--- src/design/ueb_pkg.sv ---
// ueb_pkg: shared types, constants and register codes for the brake guard
// no dependencies; used by every design file of the block

package ueb_pkg;

  localparam int SENSOR_COUNT = 10;
  localparam int SIDX_W       = 4;
  localparam int DIST_W       = 16;
  localparam int SPEED_W      = 16;
  localparam int TS_W         = 32;
  localparam int FRAC_W       = 13;
  localparam int ZONE_W       = 4;
  localparam int CFG_DATA_W   = 32;
  localparam int CFG_ADDR_W   = 5;
  localparam int PROD_W       = SPEED_W + FRAC_W;

  // sensor layout: front 0..4, side left 5, side right 6, rear 7..9
  localparam int FRONT_FIRST = 0;
  localparam int FRONT_LAST  = 4;
  localparam int LEFT_IDX    = 5;
  localparam int RIGHT_IDX   = 6;
  localparam int REAR_FIRST  = 7;
  localparam int REAR_LAST   = 9;

  // Q4.8 fraction limit, 10.0
  localparam logic signed [FRAC_W-1:0] FRAC_MAX = 13'sd2560;

  localparam logic [DIST_W-1:0] DIST_NONE = '1;

  localparam logic [DIST_W-1:0]  RST_FRONT_THR = 16'd500;
  localparam logic [DIST_W-1:0]  RST_REAR_THR  = 16'd500;
  localparam logic [DIST_W-1:0]  RST_LEFT_THR  = 16'd100;
  localparam logic [DIST_W-1:0]  RST_RIGHT_THR = 16'd100;
  localparam logic [ZONE_W-1:0]  RST_ZONE_EN   = 4'd3;
  localparam logic               RST_HOLD      = 1'b1;
  localparam logic               RST_REPORT    = 1'b0;
  localparam logic [FRAC_W-1:0]  RST_FRAC      = '0;

  typedef enum logic [1:0] {
    MODE_READING = 2'd0,
    MODE_SPEED   = 2'd1,
    MODE_COMMAND = 2'd2
  } mode_t;

  typedef enum logic [1:0] {
    ZONE_FRONT = 2'd0,
    ZONE_REAR  = 2'd1,
    ZONE_LEFT  = 2'd2,
    ZONE_RIGHT = 2'd3
  } zone_t;

  typedef enum logic [2:0] {
    REG_FRONT_THR  = 3'd0,
    REG_REAR_THR   = 3'd1,
    REG_LEFT_THR   = 3'd2,
    REG_RIGHT_THR  = 3'd3,
    REG_ZONE_EN    = 3'd4,
    REG_HOLD       = 3'd5,
    REG_REPORT_EN  = 3'd6,
    REG_BRAKE_FRAC = 3'd7
  } cfg_reg_t;

  typedef struct packed {
    logic [DIST_W-1:0]        front_thr;
    logic [DIST_W-1:0]        rear_thr;
    logic [DIST_W-1:0]        left_thr;
    logic [DIST_W-1:0]        right_thr;
    logic [ZONE_W-1:0]        zone_en;
    logic                     hold;
    logic                     report_en;
    logic signed [FRAC_W-1:0] brake_frac;
  } ueb_cfg_t;

  typedef struct packed {
    logic [1:0]                mode;
    logic [SIDX_W-1:0]         sensor_index;
    logic [DIST_W-1:0]         distance;
    logic signed [SPEED_W-1:0] speed_value;
    logic [TS_W-1:0]           timestamp;
  } ueb_item_t;

  typedef struct packed {
    logic signed [SPEED_W-1:0] speed_out;
    logic [TS_W-1:0]           timestamp_out;
    logic                      hazard_on;
    logic                      estop_flag;
  } ueb_result_t;

  // zone that watches a given sensor position
  function automatic zone_t sensor_zone(input int idx);
    zone_t z;
    if (idx <= FRONT_LAST) begin
      z = ZONE_FRONT;
    end else if (idx == LEFT_IDX) begin
      z = ZONE_LEFT;
    end else if (idx == RIGHT_IDX) begin
      z = ZONE_RIGHT;
    end else begin
      z = ZONE_REAR;
    end
    return z;
  endfunction

endpackage

--- src/design/ueb_chan_if.sv ---
// ueb_chan_if: valid/ready channel interfaces for requests and results
// depends on ueb_pkg for field widths

interface ueb_in_if;
  logic                               valid;
  logic                               ready;
  logic [1:0]                         mode;
  logic [ueb_pkg::SIDX_W-1:0]         sensor_index;
  logic [ueb_pkg::DIST_W-1:0]         distance;
  logic signed [ueb_pkg::SPEED_W-1:0] speed_value;
  logic [ueb_pkg::TS_W-1:0]           timestamp;

  modport source (output valid, mode, sensor_index, distance, speed_value, timestamp,
                  input ready);
  modport sink   (input valid, mode, sensor_index, distance, speed_value, timestamp,
                  output ready);
endinterface

interface ueb_out_if;
  logic                               valid;
  logic                               ready;
  logic signed [ueb_pkg::SPEED_W-1:0] speed_out;
  logic [ueb_pkg::TS_W-1:0]           timestamp_out;
  logic                               hazard_on;
  logic                               estop_flag;

  modport source (output valid, speed_out, timestamp_out, hazard_on, estop_flag,
                  input ready);
  modport sink   (input valid, speed_out, timestamp_out, hazard_on, estop_flag,
                  output ready);
endinterface

--- src/design/ueb_cfg_regs.sv ---
// ueb_cfg_regs: apb-style register file for thresholds, zone enables, hold, report enable and brake fraction
// depends on ueb_pkg

module ueb_cfg_regs (
  input  logic                            clk,
  input  logic                            rst_n,
  input  logic                            psel,
  input  logic                            penable,
  input  logic                            pwrite,
  input  logic [ueb_pkg::CFG_ADDR_W-1:0]  paddr,
  input  logic [ueb_pkg::CFG_DATA_W-1:0]  pwdata,
  output logic [ueb_pkg::CFG_DATA_W-1:0]  prdata,
  output logic                            pready,
  output ueb_pkg::ueb_cfg_t               cfg
);
  import ueb_pkg::*;

  ueb_cfg_t cfg_r, cfg_nxt;
  logic     wr_en;
  cfg_reg_t reg_sel;

  assign pready  = 1'b1;
  assign wr_en   = psel && penable && pwrite;
  assign reg_sel = cfg_reg_t'(paddr[CFG_ADDR_W-1:2]);

  always_comb begin
    cfg_nxt = cfg_r;
    if (wr_en) begin
      case (reg_sel)
        REG_FRONT_THR:  cfg_nxt.front_thr  = pwdata[DIST_W-1:0];
        REG_REAR_THR:   cfg_nxt.rear_thr   = pwdata[DIST_W-1:0];
        REG_LEFT_THR:   cfg_nxt.left_thr   = pwdata[DIST_W-1:0];
        REG_RIGHT_THR:  cfg_nxt.right_thr  = pwdata[DIST_W-1:0];
        REG_ZONE_EN:    cfg_nxt.zone_en    = pwdata[ZONE_W-1:0];
        REG_HOLD:       cfg_nxt.hold       = pwdata[0];
        REG_REPORT_EN:  cfg_nxt.report_en  = pwdata[0];
        REG_BRAKE_FRAC: cfg_nxt.brake_frac = $signed(pwdata[FRAC_W-1:0]);
        default: ;
      endcase
    end
  end

  always_ff @(posedge clk) begin
    if (!rst_n) begin
      cfg_r.front_thr  <= RST_FRONT_THR;
      cfg_r.rear_thr   <= RST_REAR_THR;
      cfg_r.left_thr   <= RST_LEFT_THR;
      cfg_r.right_thr  <= RST_RIGHT_THR;
      cfg_r.zone_en    <= RST_ZONE_EN;
      cfg_r.hold       <= RST_HOLD;
      cfg_r.report_en  <= RST_REPORT;
      cfg_r.brake_frac <= RST_FRAC;
    end else begin
      cfg_r <= cfg_nxt;
    end
  end

  always_comb begin
    prdata = '0;
    case (reg_sel)
      REG_FRONT_THR:  prdata = CFG_DATA_W'(cfg_r.front_thr);
      REG_REAR_THR:   prdata = CFG_DATA_W'(cfg_r.rear_thr);
      REG_LEFT_THR:   prdata = CFG_DATA_W'(cfg_r.left_thr);
      REG_RIGHT_THR:  prdata = CFG_DATA_W'(cfg_r.right_thr);
      REG_ZONE_EN:    prdata = CFG_DATA_W'(cfg_r.zone_en);
      REG_HOLD:       prdata = CFG_DATA_W'(cfg_r.hold);
      REG_REPORT_EN:  prdata = CFG_DATA_W'(cfg_r.report_en);
      REG_BRAKE_FRAC: prdata = CFG_DATA_W'($unsigned(cfg_r.brake_frac));
      default:        prdata = '0;
    endcase
  end

  assign cfg = cfg_r;

endmodule

--- src/design/ueb_guard_core.sv ---
// ueb_guard_core: distance store, measured speed, obstacle latch and brake decision
// depends on ueb_pkg; state advances once per item handed over by the top level

module ueb_guard_core (
  input  logic                     clk,
  input  logic                     rst_n,
  input  ueb_pkg::ueb_cfg_t        cfg,
  input  logic                     step,
  input  ueb_pkg::ueb_item_t       item,
  output logic                     res_valid,
  output ueb_pkg::ueb_result_t     res
);
  import ueb_pkg::*;

  logic [DIST_W-1:0]         dist_r [SENSOR_COUNT];
  logic signed [SPEED_W-1:0] meas_r;
  logic                      latch_r;

  logic [SENSOR_COUNT-1:0]   hit;
  logic                      stop;
  logic                      frac_ok;
  logic signed [PROD_W-1:0]  prod;
  logic signed [PROD_W-9:0]  prod_q;
  logic signed [PROD_W-8:0]  neg;
  logic signed [SPEED_W-1:0] brake;
  logic                      use_brake;

  // per-sensor compare against its zone threshold, gated by zone enable
  always_comb begin
    for (int i = 0; i < SENSOR_COUNT; i++) begin
      case (sensor_zone(i))
        ZONE_FRONT: hit[i] = cfg.zone_en[ZONE_FRONT] && (dist_r[i] < cfg.front_thr);
        ZONE_REAR:  hit[i] = cfg.zone_en[ZONE_REAR]  && (dist_r[i] < cfg.rear_thr);
        ZONE_LEFT:  hit[i] = cfg.zone_en[ZONE_LEFT]  && (dist_r[i] < cfg.left_thr);
        ZONE_RIGHT: hit[i] = cfg.zone_en[ZONE_RIGHT] && (dist_r[i] < cfg.right_thr);
        default:    hit[i] = 1'b0;
      endcase
    end
  end

  assign stop = |hit;

  // q8.8 times q4.8, floor shift back to q8.8, negate and saturate
  assign frac_ok = !cfg.brake_frac[FRAC_W-1] && (cfg.brake_frac <= FRAC_MAX);
  assign prod    = $signed(PROD_W'(meas_r)) * $signed(PROD_W'(cfg.brake_frac));
  assign prod_q  = prod[PROD_W-1:8];
  assign neg     = -$signed({prod_q[PROD_W-9], prod_q});

  always_comb begin
    if (!frac_ok) begin
      brake = '0;
    end else if (!neg[PROD_W-8] && (neg[PROD_W-9:SPEED_W-1] != '0)) begin
      brake = {1'b0, {(SPEED_W-1){1'b1}}};
    end else if (neg[PROD_W-8] && (neg[PROD_W-9:SPEED_W-1] != '1)) begin
      brake = {1'b1, {(SPEED_W-1){1'b0}}};
    end else begin
      brake = neg[SPEED_W-1:0];
    end
  end

  assign use_brake = stop || (cfg.hold && latch_r);
  assign res_valid = (item.mode == MODE_COMMAND);

  always_comb begin
    res.speed_out     = use_brake ? brake : item.speed_value;
    res.timestamp_out = item.timestamp;
    res.hazard_on     = latch_r || stop;
    res.estop_flag    = stop && cfg.report_en;
  end

  always_ff @(posedge clk) begin
    if (!rst_n) begin
      for (int i = 0; i < SENSOR_COUNT; i++) begin
        dist_r[i] <= DIST_NONE;
      end
      meas_r  <= '0;
      latch_r <= 1'b0;
    end else if (step) begin
      case (item.mode)
        MODE_READING: begin
          for (int i = 0; i < SENSOR_COUNT; i++) begin
            if (item.sensor_index == SIDX_W'(i)) begin
              dist_r[i] <= item.distance;
            end
          end
        end
        MODE_SPEED:   meas_r <= item.speed_value;
        MODE_COMMAND: latch_r <= latch_r || stop;
        default: ;
      endcase
    end
  end

endmodule

--- src/design/ultrasonic_emergency_brake_guard.sv ---
// ultrasonic_emergency_brake_guard: top level with request register and result register
// depends on ueb_pkg, ueb_chan_if, ueb_cfg_regs and ueb_guard_core

// Collision guard between a speed command and the drive. Each request is an
// ultrasonic reading (mode 0, stored per sensor), a measured speed (mode 1) or
// a speed command (mode 2); only commands give a result. A command is passed
// through unless an enabled zone sees a stored distance below its threshold,
// or hold mode is on and the obstacle latch is set; then it is replaced by
// minus measured speed times brake_fraction (Q8.8 x Q4.8, floored, saturated),
// or zero when the fraction is outside 0.0..10.0. Timing: one request per
// clock sustained while results are taken; a command result is offered once
// its request has passed the request register and then the compare/multiply
// stage into the result register. Readings and speeds take effect on the
// next request, so any mix may be streamed back to back.
// Registers sit at byte address 4*index and must only be written while no
// request is in flight. No clearing pass is needed after reset.

module ultrasonic_emergency_brake_guard (
  input  logic                            clk,
  input  logic                            rst_n,
  ueb_in_if.sink                          in_chan,
  ueb_out_if.source                       out_chan,
  input  logic                            psel,
  input  logic                            penable,
  input  logic                            pwrite,
  input  logic [ueb_pkg::CFG_ADDR_W-1:0]  paddr,
  input  logic [ueb_pkg::CFG_DATA_W-1:0]  pwdata,
  output logic [ueb_pkg::CFG_DATA_W-1:0]  prdata,
  output logic                            pready
);
  import ueb_pkg::*;

  ueb_cfg_t    cfg;

  // request register
  logic        req_valid_r, req_valid_nxt;
  ueb_item_t   req_item_r;
  ueb_item_t   in_item;

  // result register
  logic        out_valid_r, out_valid_nxt;
  ueb_result_t out_res_r;

  logic        core_res_valid;
  ueb_result_t core_res;
  logic        advance;
  logic        in_take;

  ueb_cfg_regs u_cfg (
    .clk     (clk),
    .rst_n   (rst_n),
    .psel    (psel),
    .penable (penable),
    .pwrite  (pwrite),
    .paddr   (paddr),
    .pwdata  (pwdata),
    .prdata  (prdata),
    .pready  (pready),
    .cfg     (cfg)
  );

  ueb_guard_core u_core (
    .clk       (clk),
    .rst_n     (rst_n),
    .cfg       (cfg),
    .step      (advance),
    .item      (req_item_r),
    .res_valid (core_res_valid),
    .res       (core_res)
  );

  always_comb begin
    in_item.mode         = in_chan.mode;
    in_item.sensor_index = in_chan.sensor_index;
    in_item.distance     = in_chan.distance;
    in_item.speed_value  = in_chan.speed_value;
    in_item.timestamp    = in_chan.timestamp;
  end

  // the held request moves on when it makes no result or the result slot is free
  assign advance = req_valid_r && (!core_res_valid || !out_valid_r || out_chan.ready);
  assign in_chan.ready = !req_valid_r || advance;
  assign in_take = in_chan.valid && in_chan.ready;

  always_comb begin
    req_valid_nxt = req_valid_r;
    if (in_take) begin
      req_valid_nxt = 1'b1;
    end else if (advance) begin
      req_valid_nxt = 1'b0;
    end
  end

  always_comb begin
    out_valid_nxt = out_valid_r;
    if (advance && core_res_valid) begin
      out_valid_nxt = 1'b1;
    end else if (out_chan.ready) begin
      out_valid_nxt = 1'b0;
    end
  end

  always_ff @(posedge clk) begin
    if (!rst_n) begin
      req_valid_r <= 1'b0;
      out_valid_r <= 1'b0;
    end else begin
      req_valid_r <= req_valid_nxt;
      out_valid_r <= out_valid_nxt;
    end
  end

  // payload registers, no reset
  always_ff @(posedge clk) begin
    if (in_take) begin
      req_item_r <= in_item;
    end
    if (advance && core_res_valid) begin
      out_res_r <= core_res;
    end
  end

  assign out_chan.valid         = out_valid_r;
  assign out_chan.speed_out     = out_res_r.speed_out;
  assign out_chan.timestamp_out = out_res_r.timestamp_out;
  assign out_chan.hazard_on     = out_res_r.hazard_on;
  assign out_chan.estop_flag    = out_res_r.estop_flag;

endmodule

--- src/flat_wrapper.sv ---
// flat-port wrapper written by rule: the top's interface ports become plain ports
module ultrasonic_emergency_brake_guard_flat import ueb_pkg::*;
  (clk, rst_n, psel, penable, pwrite, paddr, pwdata, prdata, pready, in_chan_valid, in_chan_mode, in_chan_sensor_index, in_chan_distance, in_chan_speed_value, in_chan_timestamp, in_chan_ready, out_chan_valid, out_chan_speed_out, out_chan_timestamp_out, out_chan_hazard_on, out_chan_estop_flag, out_chan_ready);
  ueb_in_if in_chan_i ();
  ueb_out_if out_chan_i ();
  input  logic clk;
  input  logic rst_n;
  input  logic psel;
  input  logic penable;
  input  logic pwrite;
  input  logic [ueb_pkg::CFG_ADDR_W-1:0] paddr;
  input  logic [ueb_pkg::CFG_DATA_W-1:0] pwdata;
  output logic [ueb_pkg::CFG_DATA_W-1:0] prdata;
  output logic pready;
  input wire logic [$bits(in_chan_i.valid)-1:0] in_chan_valid;
  input wire logic [$bits(in_chan_i.mode)-1:0] in_chan_mode;
  input wire logic [$bits(in_chan_i.sensor_index)-1:0] in_chan_sensor_index;
  input wire logic [$bits(in_chan_i.distance)-1:0] in_chan_distance;
  input wire logic [$bits(in_chan_i.speed_value)-1:0] in_chan_speed_value;
  input wire logic [$bits(in_chan_i.timestamp)-1:0] in_chan_timestamp;
  output wire logic [$bits(in_chan_i.ready)-1:0] in_chan_ready;
  output wire logic [$bits(out_chan_i.valid)-1:0] out_chan_valid;
  output wire logic [$bits(out_chan_i.speed_out)-1:0] out_chan_speed_out;
  output wire logic [$bits(out_chan_i.timestamp_out)-1:0] out_chan_timestamp_out;
  output wire logic [$bits(out_chan_i.hazard_on)-1:0] out_chan_hazard_on;
  output wire logic [$bits(out_chan_i.estop_flag)-1:0] out_chan_estop_flag;
  input wire logic [$bits(out_chan_i.ready)-1:0] out_chan_ready;
  assign in_chan_i.valid = in_chan_valid;
  assign in_chan_i.mode = in_chan_mode;
  assign in_chan_i.sensor_index = in_chan_sensor_index;
  assign in_chan_i.distance = in_chan_distance;
  assign in_chan_i.speed_value = in_chan_speed_value;
  assign in_chan_i.timestamp = in_chan_timestamp;
  assign in_chan_ready = in_chan_i.ready;
  assign out_chan_valid = out_chan_i.valid;
  assign out_chan_speed_out = out_chan_i.speed_out;
  assign out_chan_timestamp_out = out_chan_i.timestamp_out;
  assign out_chan_hazard_on = out_chan_i.hazard_on;
  assign out_chan_estop_flag = out_chan_i.estop_flag;
  assign out_chan_i.ready = out_chan_ready;
  ultrasonic_emergency_brake_guard u_core (.clk(clk), .rst_n(rst_n), .in_chan(in_chan_i), .out_chan(out_chan_i), .psel(psel), .penable(penable), .pwrite(pwrite), .paddr(paddr), .pwdata(pwdata), .prdata(prdata), .pready(pready));
endmodule
--- config.mk ---
export PLATFORM = sky130hd
export DESIGN_NAME = ultrasonic_emergency_brake_guard_flat
export DESIGN_NICKNAME = d
export VERILOG_FILES = /design/src/design/ueb_pkg.sv /design/src/design/ueb_chan_if.sv /design/src/design/ueb_cfg_regs.sv /design/src/design/ueb_guard_core.sv /design/src/design/ultrasonic_emergency_brake_guard.sv /design/src/flat_wrapper.sv
export SDC_FILE = /design/constraint.sdc
export NUM_CORES = 1
export LEC_CHECK = 0
export BUFFER_PORTS_ARGS = -buffer_cell sky130_fd_sc_hd__buf_2
export CORE_MARGIN = 2
export CORE_UTILIZATION = 50
export DETAILED_ROUTE_END_ITERATION = 8
export PLACE_DENSITY_LB_ADDON = 0.15
export REMOVE_ABC_BUFFERS = 1
export SLEW_MARGIN = 20
export SYNTH_ARGS = -nofsm -noshare
export SYNTH_HDL_FRONTEND = slang
export SYNTH_HIERARCHICAL = 1
export SYNTH_SLANG_ARGS = --single-unit
--- constraint.sdc ---
create_clock -name clk -period 8.7 [get_ports clk]
set_clock_uncertainty 0.2 [all_clocks]
set_input_delay 1.305 -clock clk [delete_from_list [all_inputs] [get_ports clk]]
set_output_delay 1.305 -clock clk [all_outputs]
set_load 0.01 [all_outputs]
==> impl_metrics.xml <==
<?xml version="1.0" encoding="UTF-8"?>
<metrics>
  <group name="outcome">
    <metric name="status" unit="">completed</metric>
  </group>
  <group name="synth">
    <metric name="ys_async_sr_fraction" unit="%">0</metric>
    <metric name="synth_compound_area_share" unit="%">9.12</metric>
    <metric name="ys_ff_latch" unit="">382</metric>
    <metric name="synth_top_family_by_area" unit="">adder cells</metric>
    <metric name="synth_adder_area_share" unit="%">24.5</metric>
    <metric name="synth_area" unit="sq um">27000</metric>
    <metric name="synth.distinct_cells" unit="">93</metric>
    <metric name="synthesis.yosys.warnings" unit="">6</metric>
    <metric name="synth_seq_area_share" unit="%">38.7</metric>
    <metric name="dominantRegCellSynth" unit="">edfxtp_1</metric>
    <metric name="synth.mux.area_fraction" unit="%">3.99</metric>
    <metric name="synth_simple_gate_area_share" unit="%">15.6</metric>
    <metric name="synth_edf_count" unit="">280</metric>
    <metric name="syn_area_per_cell" unit="sq um">10.8</metric>
    <metric name="netlist_instances" unit="">2493</metric>
    <metric name="xor_and_xnor_fraction_of_the_mapped_netlist_area" unit="%">1.04</metric>
  </group>
  <group name="finish">
    <metric name="final_cell_mix" unit="">nand2_1 (289), edfxtp_1 (280), inv_1 (260), ha_1 (219), fa_1 (194)</metric>
    <metric name="areaGrowthSynthToFinish" unit="%">9.83</metric>
    <metric name="final_util" unit="%">55.3</metric>
    <metric name="post-route-cell-area" unit="sq um">29600</metric>
    <metric name="drive_gt1_share" unit="%">15.2</metric>
    <metric name="fill_cells" unit="">4635</metric>
    <metric name="most_common_library_cell_in_the_layout_ignoring_fill_and_taps" unit="">nand2_1</metric>
    <metric name="fin_nets" unit="">3135</metric>
    <metric name="final_cell_count_without_fillers" unit="">3336</metric>
  </group>
  <group name="place">
    <metric name="post-dp-hpwl" unit="mm">51.4</metric>
    <metric name="instance_count_after_placement_with_tap_cells_included" unit="">3258</metric>
    <metric name="portBuffers" unit="">163</metric>
    <metric name="place_congestion" unit="">0.909</metric>
    <metric name="placed_area" unit="sq um">28300</metric>
  </group>
  <group name="worst_setup_path">
    <metric name="timing.rr.start" unit="">u_core/u_cfg/cfg[2]$_SDFFE_PN0P_</metric>
    <metric name="worstSetupStartpointType" unit="">flip-flop</metric>
    <metric name="path_max_fanout" unit="">15</metric>
    <metric name="r2r.worst_path.cells" unit="">22</metric>
    <metric name="cp.arrival" unit="ps">8360</metric>
    <metric name="worstSetupPathType" unit="">reg2reg</metric>
    <metric name="crit_path_end_kind" unit="">flip-flop</metric>
    <metric name="critical_path.reg2reg.endpoint" unit="">u_core/out_chan.speed_out[1]$_DFFE_PP_</metric>
    <metric name="setup.reg_to_reg.worst_slack" unit="ps">470</metric>
    <metric name="critical_path_required" unit="ps">8830</metric>
  </group>
  <group name="clocking">
    <metric name="postCtsSetupBuffers" unit="">0</metric>
    <metric name="cts_max_path_buffers" unit="">3</metric>
    <metric name="cts.reportedPaths.clkPinSlew" unit="ps">60</metric>
    <metric name="tritoncts" unit="">done</metric>
    <metric name="htreeDepth" unit="">2</metric>
    <metric name="tritoncts.num_buffers" unit="">43</metric>
    <metric name="tritoncts_num_sinks" unit="">382</metric>
    <metric name="worst_skew_pair.late_latency" unit="ps">610</metric>
    <metric name="cts-root-buf" unit="">clkbuf_16</metric>
    <metric name="holdBufCountCts" unit="">0</metric>
  </group>
  <group name="sta">
    <metric name="timing.max_slew.rel_slack" unit="%">23.6</metric>
    <metric name="setup_repair_after_global_routing_missed_its_margin" unit="">false</metric>
    <metric name="max_freq" unit="MHz">121</metric>
    <metric name="max_slew.worst_pin.slew" unit="ps">1140</metric>
    <metric name="setup_total_negative_slack" unit="ps">0</metric>
    <metric name="report.final.hold_viol_count" unit="">0</metric>
    <metric name="shortest_clock_period_the_worst_path_allows_after_layout" unit="ps">8230</metric>
    <metric name="setup_viol" unit="">0</metric>
    <metric name="slew_violations" unit="">0</metric>
    <metric name="final.period_utilization" unit="%">94.6</metric>
  </group>
  <group name="floorplan">
    <metric name="floorplan.die_area" unit="sq um">55900</metric>
    <metric name="die_height" unit="um">236</metric>
    <metric name="floorplan.rows" unit="">85</metric>
    <metric name="floorplan.core_area" unit="sq um">53600</metric>
    <metric name="die-width" unit="um">236</metric>
    <metric name="io_pins" unit="">199</metric>
    <metric name="initial_utilization" unit="%">50.4</metric>
  </group>
  <group name="route">
    <metric name="drc_errors" unit="">0</metric>
    <metric name="routed_via_density" unit="">5.64</metric>
    <metric name="routed-via-count" unit="">18800</metric>
    <metric name="drt-wirelength-per-cell" unit="um">20.1</metric>
    <metric name="wirelength" unit="mm">67.0</metric>
    <metric name="drtIter0Drc" unit="">1295</metric>
    <metric name="route.antenna.remaining_nets" unit="">0</metric>
    <metric name="drtPass1Iterations" unit="">6</metric>
  </group>
  <group name="power_and_ir_drop">
    <metric name="p_leak" unit="nW">12.2</metric>
    <metric name="max-vdd-ir-drop" unit="mV">0.200</metric>
    <metric name="pwr_density_cell" unit="nW/um^2">137</metric>
    <metric name="report.power.total" unit="mW">4.07</metric>
  </group>
  <group name="global_route">
    <metric name="grt_use_total" unit="%">24.2</metric>
    <metric name="grt_overflow" unit="">0</metric>
    <metric name="first_global_vias" unit="">19200</metric>
    <metric name="global_route_wire_length_before_repair" unit="mm">106</metric>
    <metric name="maximum_number_of_pins_on_one_net_before_global_route_repair" unit="">83</metric>
    <metric name="antenna_found_initial" unit="">1</metric>
  </group>
  <group name="hold_path">
    <metric name="holdCritStartpoint" unit="">u_core/req_item_r[12]$_DFFE_PP_</metric>
    <metric name="worstHoldEndpoint" unit="">u_core/out_chan.timestamp_out[12]$_DFFE_PP_</metric>
    <metric name="min_delay_path_depth" unit="">0</metric>
    <metric name="hold_path_class" unit="">reg2reg</metric>
  </group>
  <group name="flow_run">
    <metric name="maxCapViolations" unit="">0</metric>
  </group>
</metrics>
==> cell usage after synthesis, types with 36 or more instances <==
| master | n | area [sq um] |
|---|---|---|
| nand2_1 | 289 | 1080 |
| edfxtp_1 | 280 | 8410 |
| inv_1 | 260 | 976 |
| ha_1 | 219 | 2740 |
| fa_1 | 194 | 3880 |
| or3_1 | 105 | 657 |
| dfxtp_1 | 102 | 2040 |
| and2_1 | 98 | 613 |
| clkbuf_1 | 87 | 327 |
| mux2i_1 | 84 | 841 |
| a21oi_1 | 80 | 400 |
| or2_2 | 73 | 457 |
| buf_4 | 55 | 413 |
| nor2_1 | 55 | 206 |
| o21ai_0 | 51 | 255 |
| nand3_1 | 37 | 185 |
| o211ai_1 | 36 | 270 |
==> timing repair <==
action	in CTS	in global routing
resized for setup	0	2
endpoints found under the hold margin	0	0
setup endpoints to repair	0	15
==> flip-flops by register name, summed over array words and instances, names as in the netlist <==
register	count
u_core/out_chan.estop_flag	1
u_core/out_chan.hazard_on	1
u_core/out_chan.speed_out	16
u_core/out_chan.timestamp_out	32
u_core/out_chan.valid	1
u_core/req_item_r	70
u_core/req_valid_r	1
u_core/u_cfg/cfg	83
u_core/u_core/dist_r	160
u_core/u_core/latch_r	1
u_core/u_core/meas_r	16
==> cells by family (layout without fill, tap and decap cells) <==
family / after synthesis / in the layout
AOI/OAI and AO/OA: 346 / 346
xor gates and xnor gates: 32 / 32
adders and majority gates: 413 / 413
buffers and inverters: 422 / 553
DFF: 382 / 382
muxes: 95 / 95
other: 2 / 18
and+or+nand+nor: 801 / 801
==> layer usage <==
metal | GRT usage [%] | vias to the layer above | wire length [um]
met5 | 0 | - | 0
met4 | 7.04 | 0 | 1800
met3 | 6.02 | 97 | 5480
met2 | 37.2 | 605 | 29700
met1 | 34.1 | 9321 | 30000
li1 | - | 8808 | -
==> critical path, cell delays in order, from the launching register on <==
cell and delay (ps):
dfxtp_1 500, buf_4 260, and2_1 200, fa_1 590, inv_1 80, fa_1 930
inv_1 140, fa_1 600, fa_1 440, fa_1 490, ha_1 320, ha_1 450
a21oi_1 270, o21a_1 180, o41ai_2 100, o21a_1 250, xnor2_1 310, and4_1 410
nand4_2 150, a311o_1 370, a221oi_4 250, buf_4 290, o221ai_1 150
==> layout make-up <==
type | count | area, sq um | share of cell area [%]
multi-input cells | 1704 | 14800 | 49.8
flip-flops and latches | 382 | 10500 | 35.3
repair buffers | 216 | 1220 | 4.10
clock buffers | 60 | 1170 | 3.95
inverters | 261 | 980 | 3.30
well taps | 696 | 871 | 2.94
clock inverters | 16 | 191 | 0.646
diodes | 1 | 2.50 | 0.00844
==> worst max path at each step <==
stage	slack, ps	startpoint	cells past startpoint	end
3_3_place_gp	360	u_core/u_cfg/cfg[12]$_SDFFE_PN0P_	21	u_core/out_chan.speed_out[0]$_DFFE_PP_
6_report	470	u_core/u_cfg/cfg[2]$_SDFFE_PN0P_	22	u_core/out_chan.speed_out[1]$_DFFE_PP_
2_1_floorplan	950	u_core/u_cfg/cfg[9]$_SDFFE_PN0P_	22	u_core/out_chan.speed_out[0]$_DFFE_PP_
5_1_grt	5	u_core/u_cfg/cfg[2]$_SDFFE_PN0P_	22	u_core/out_chan.speed_out[12]$_DFFE_PP_
4_1_cts	220	u_core/u_cfg/cfg[12]$_SDFFE_PN0P_	21	u_core/out_chan.speed_out[1]$_DFFE_PP_
3_5_place_dp	260	u_core/u_cfg/cfg[12]$_SDFFE_PN0P_	21	u_core/out_chan.speed_out[0]$_DFFE_PP_
==> power breakdown <==
group | switching, mW | internal [mW]
Combinational | 0.163 | 0.0914
Clock | 0.759 | 1.03
Sequential | 0.0340 | 1.99
Total | 0.956 | 3.11
==> through the flow <==
step | hold slack, ps | worst slack [ps]
5_1_grt | 224 | 4.74
2_1_floorplan | 200 | 948
4_1_cts | 218 | 218
3_5_place_dp | 205 | 264
3_3_place_gp | 201 | 363
6_report | 216 | 469
No activity file was read; power rests on OpenSTA's default activity.
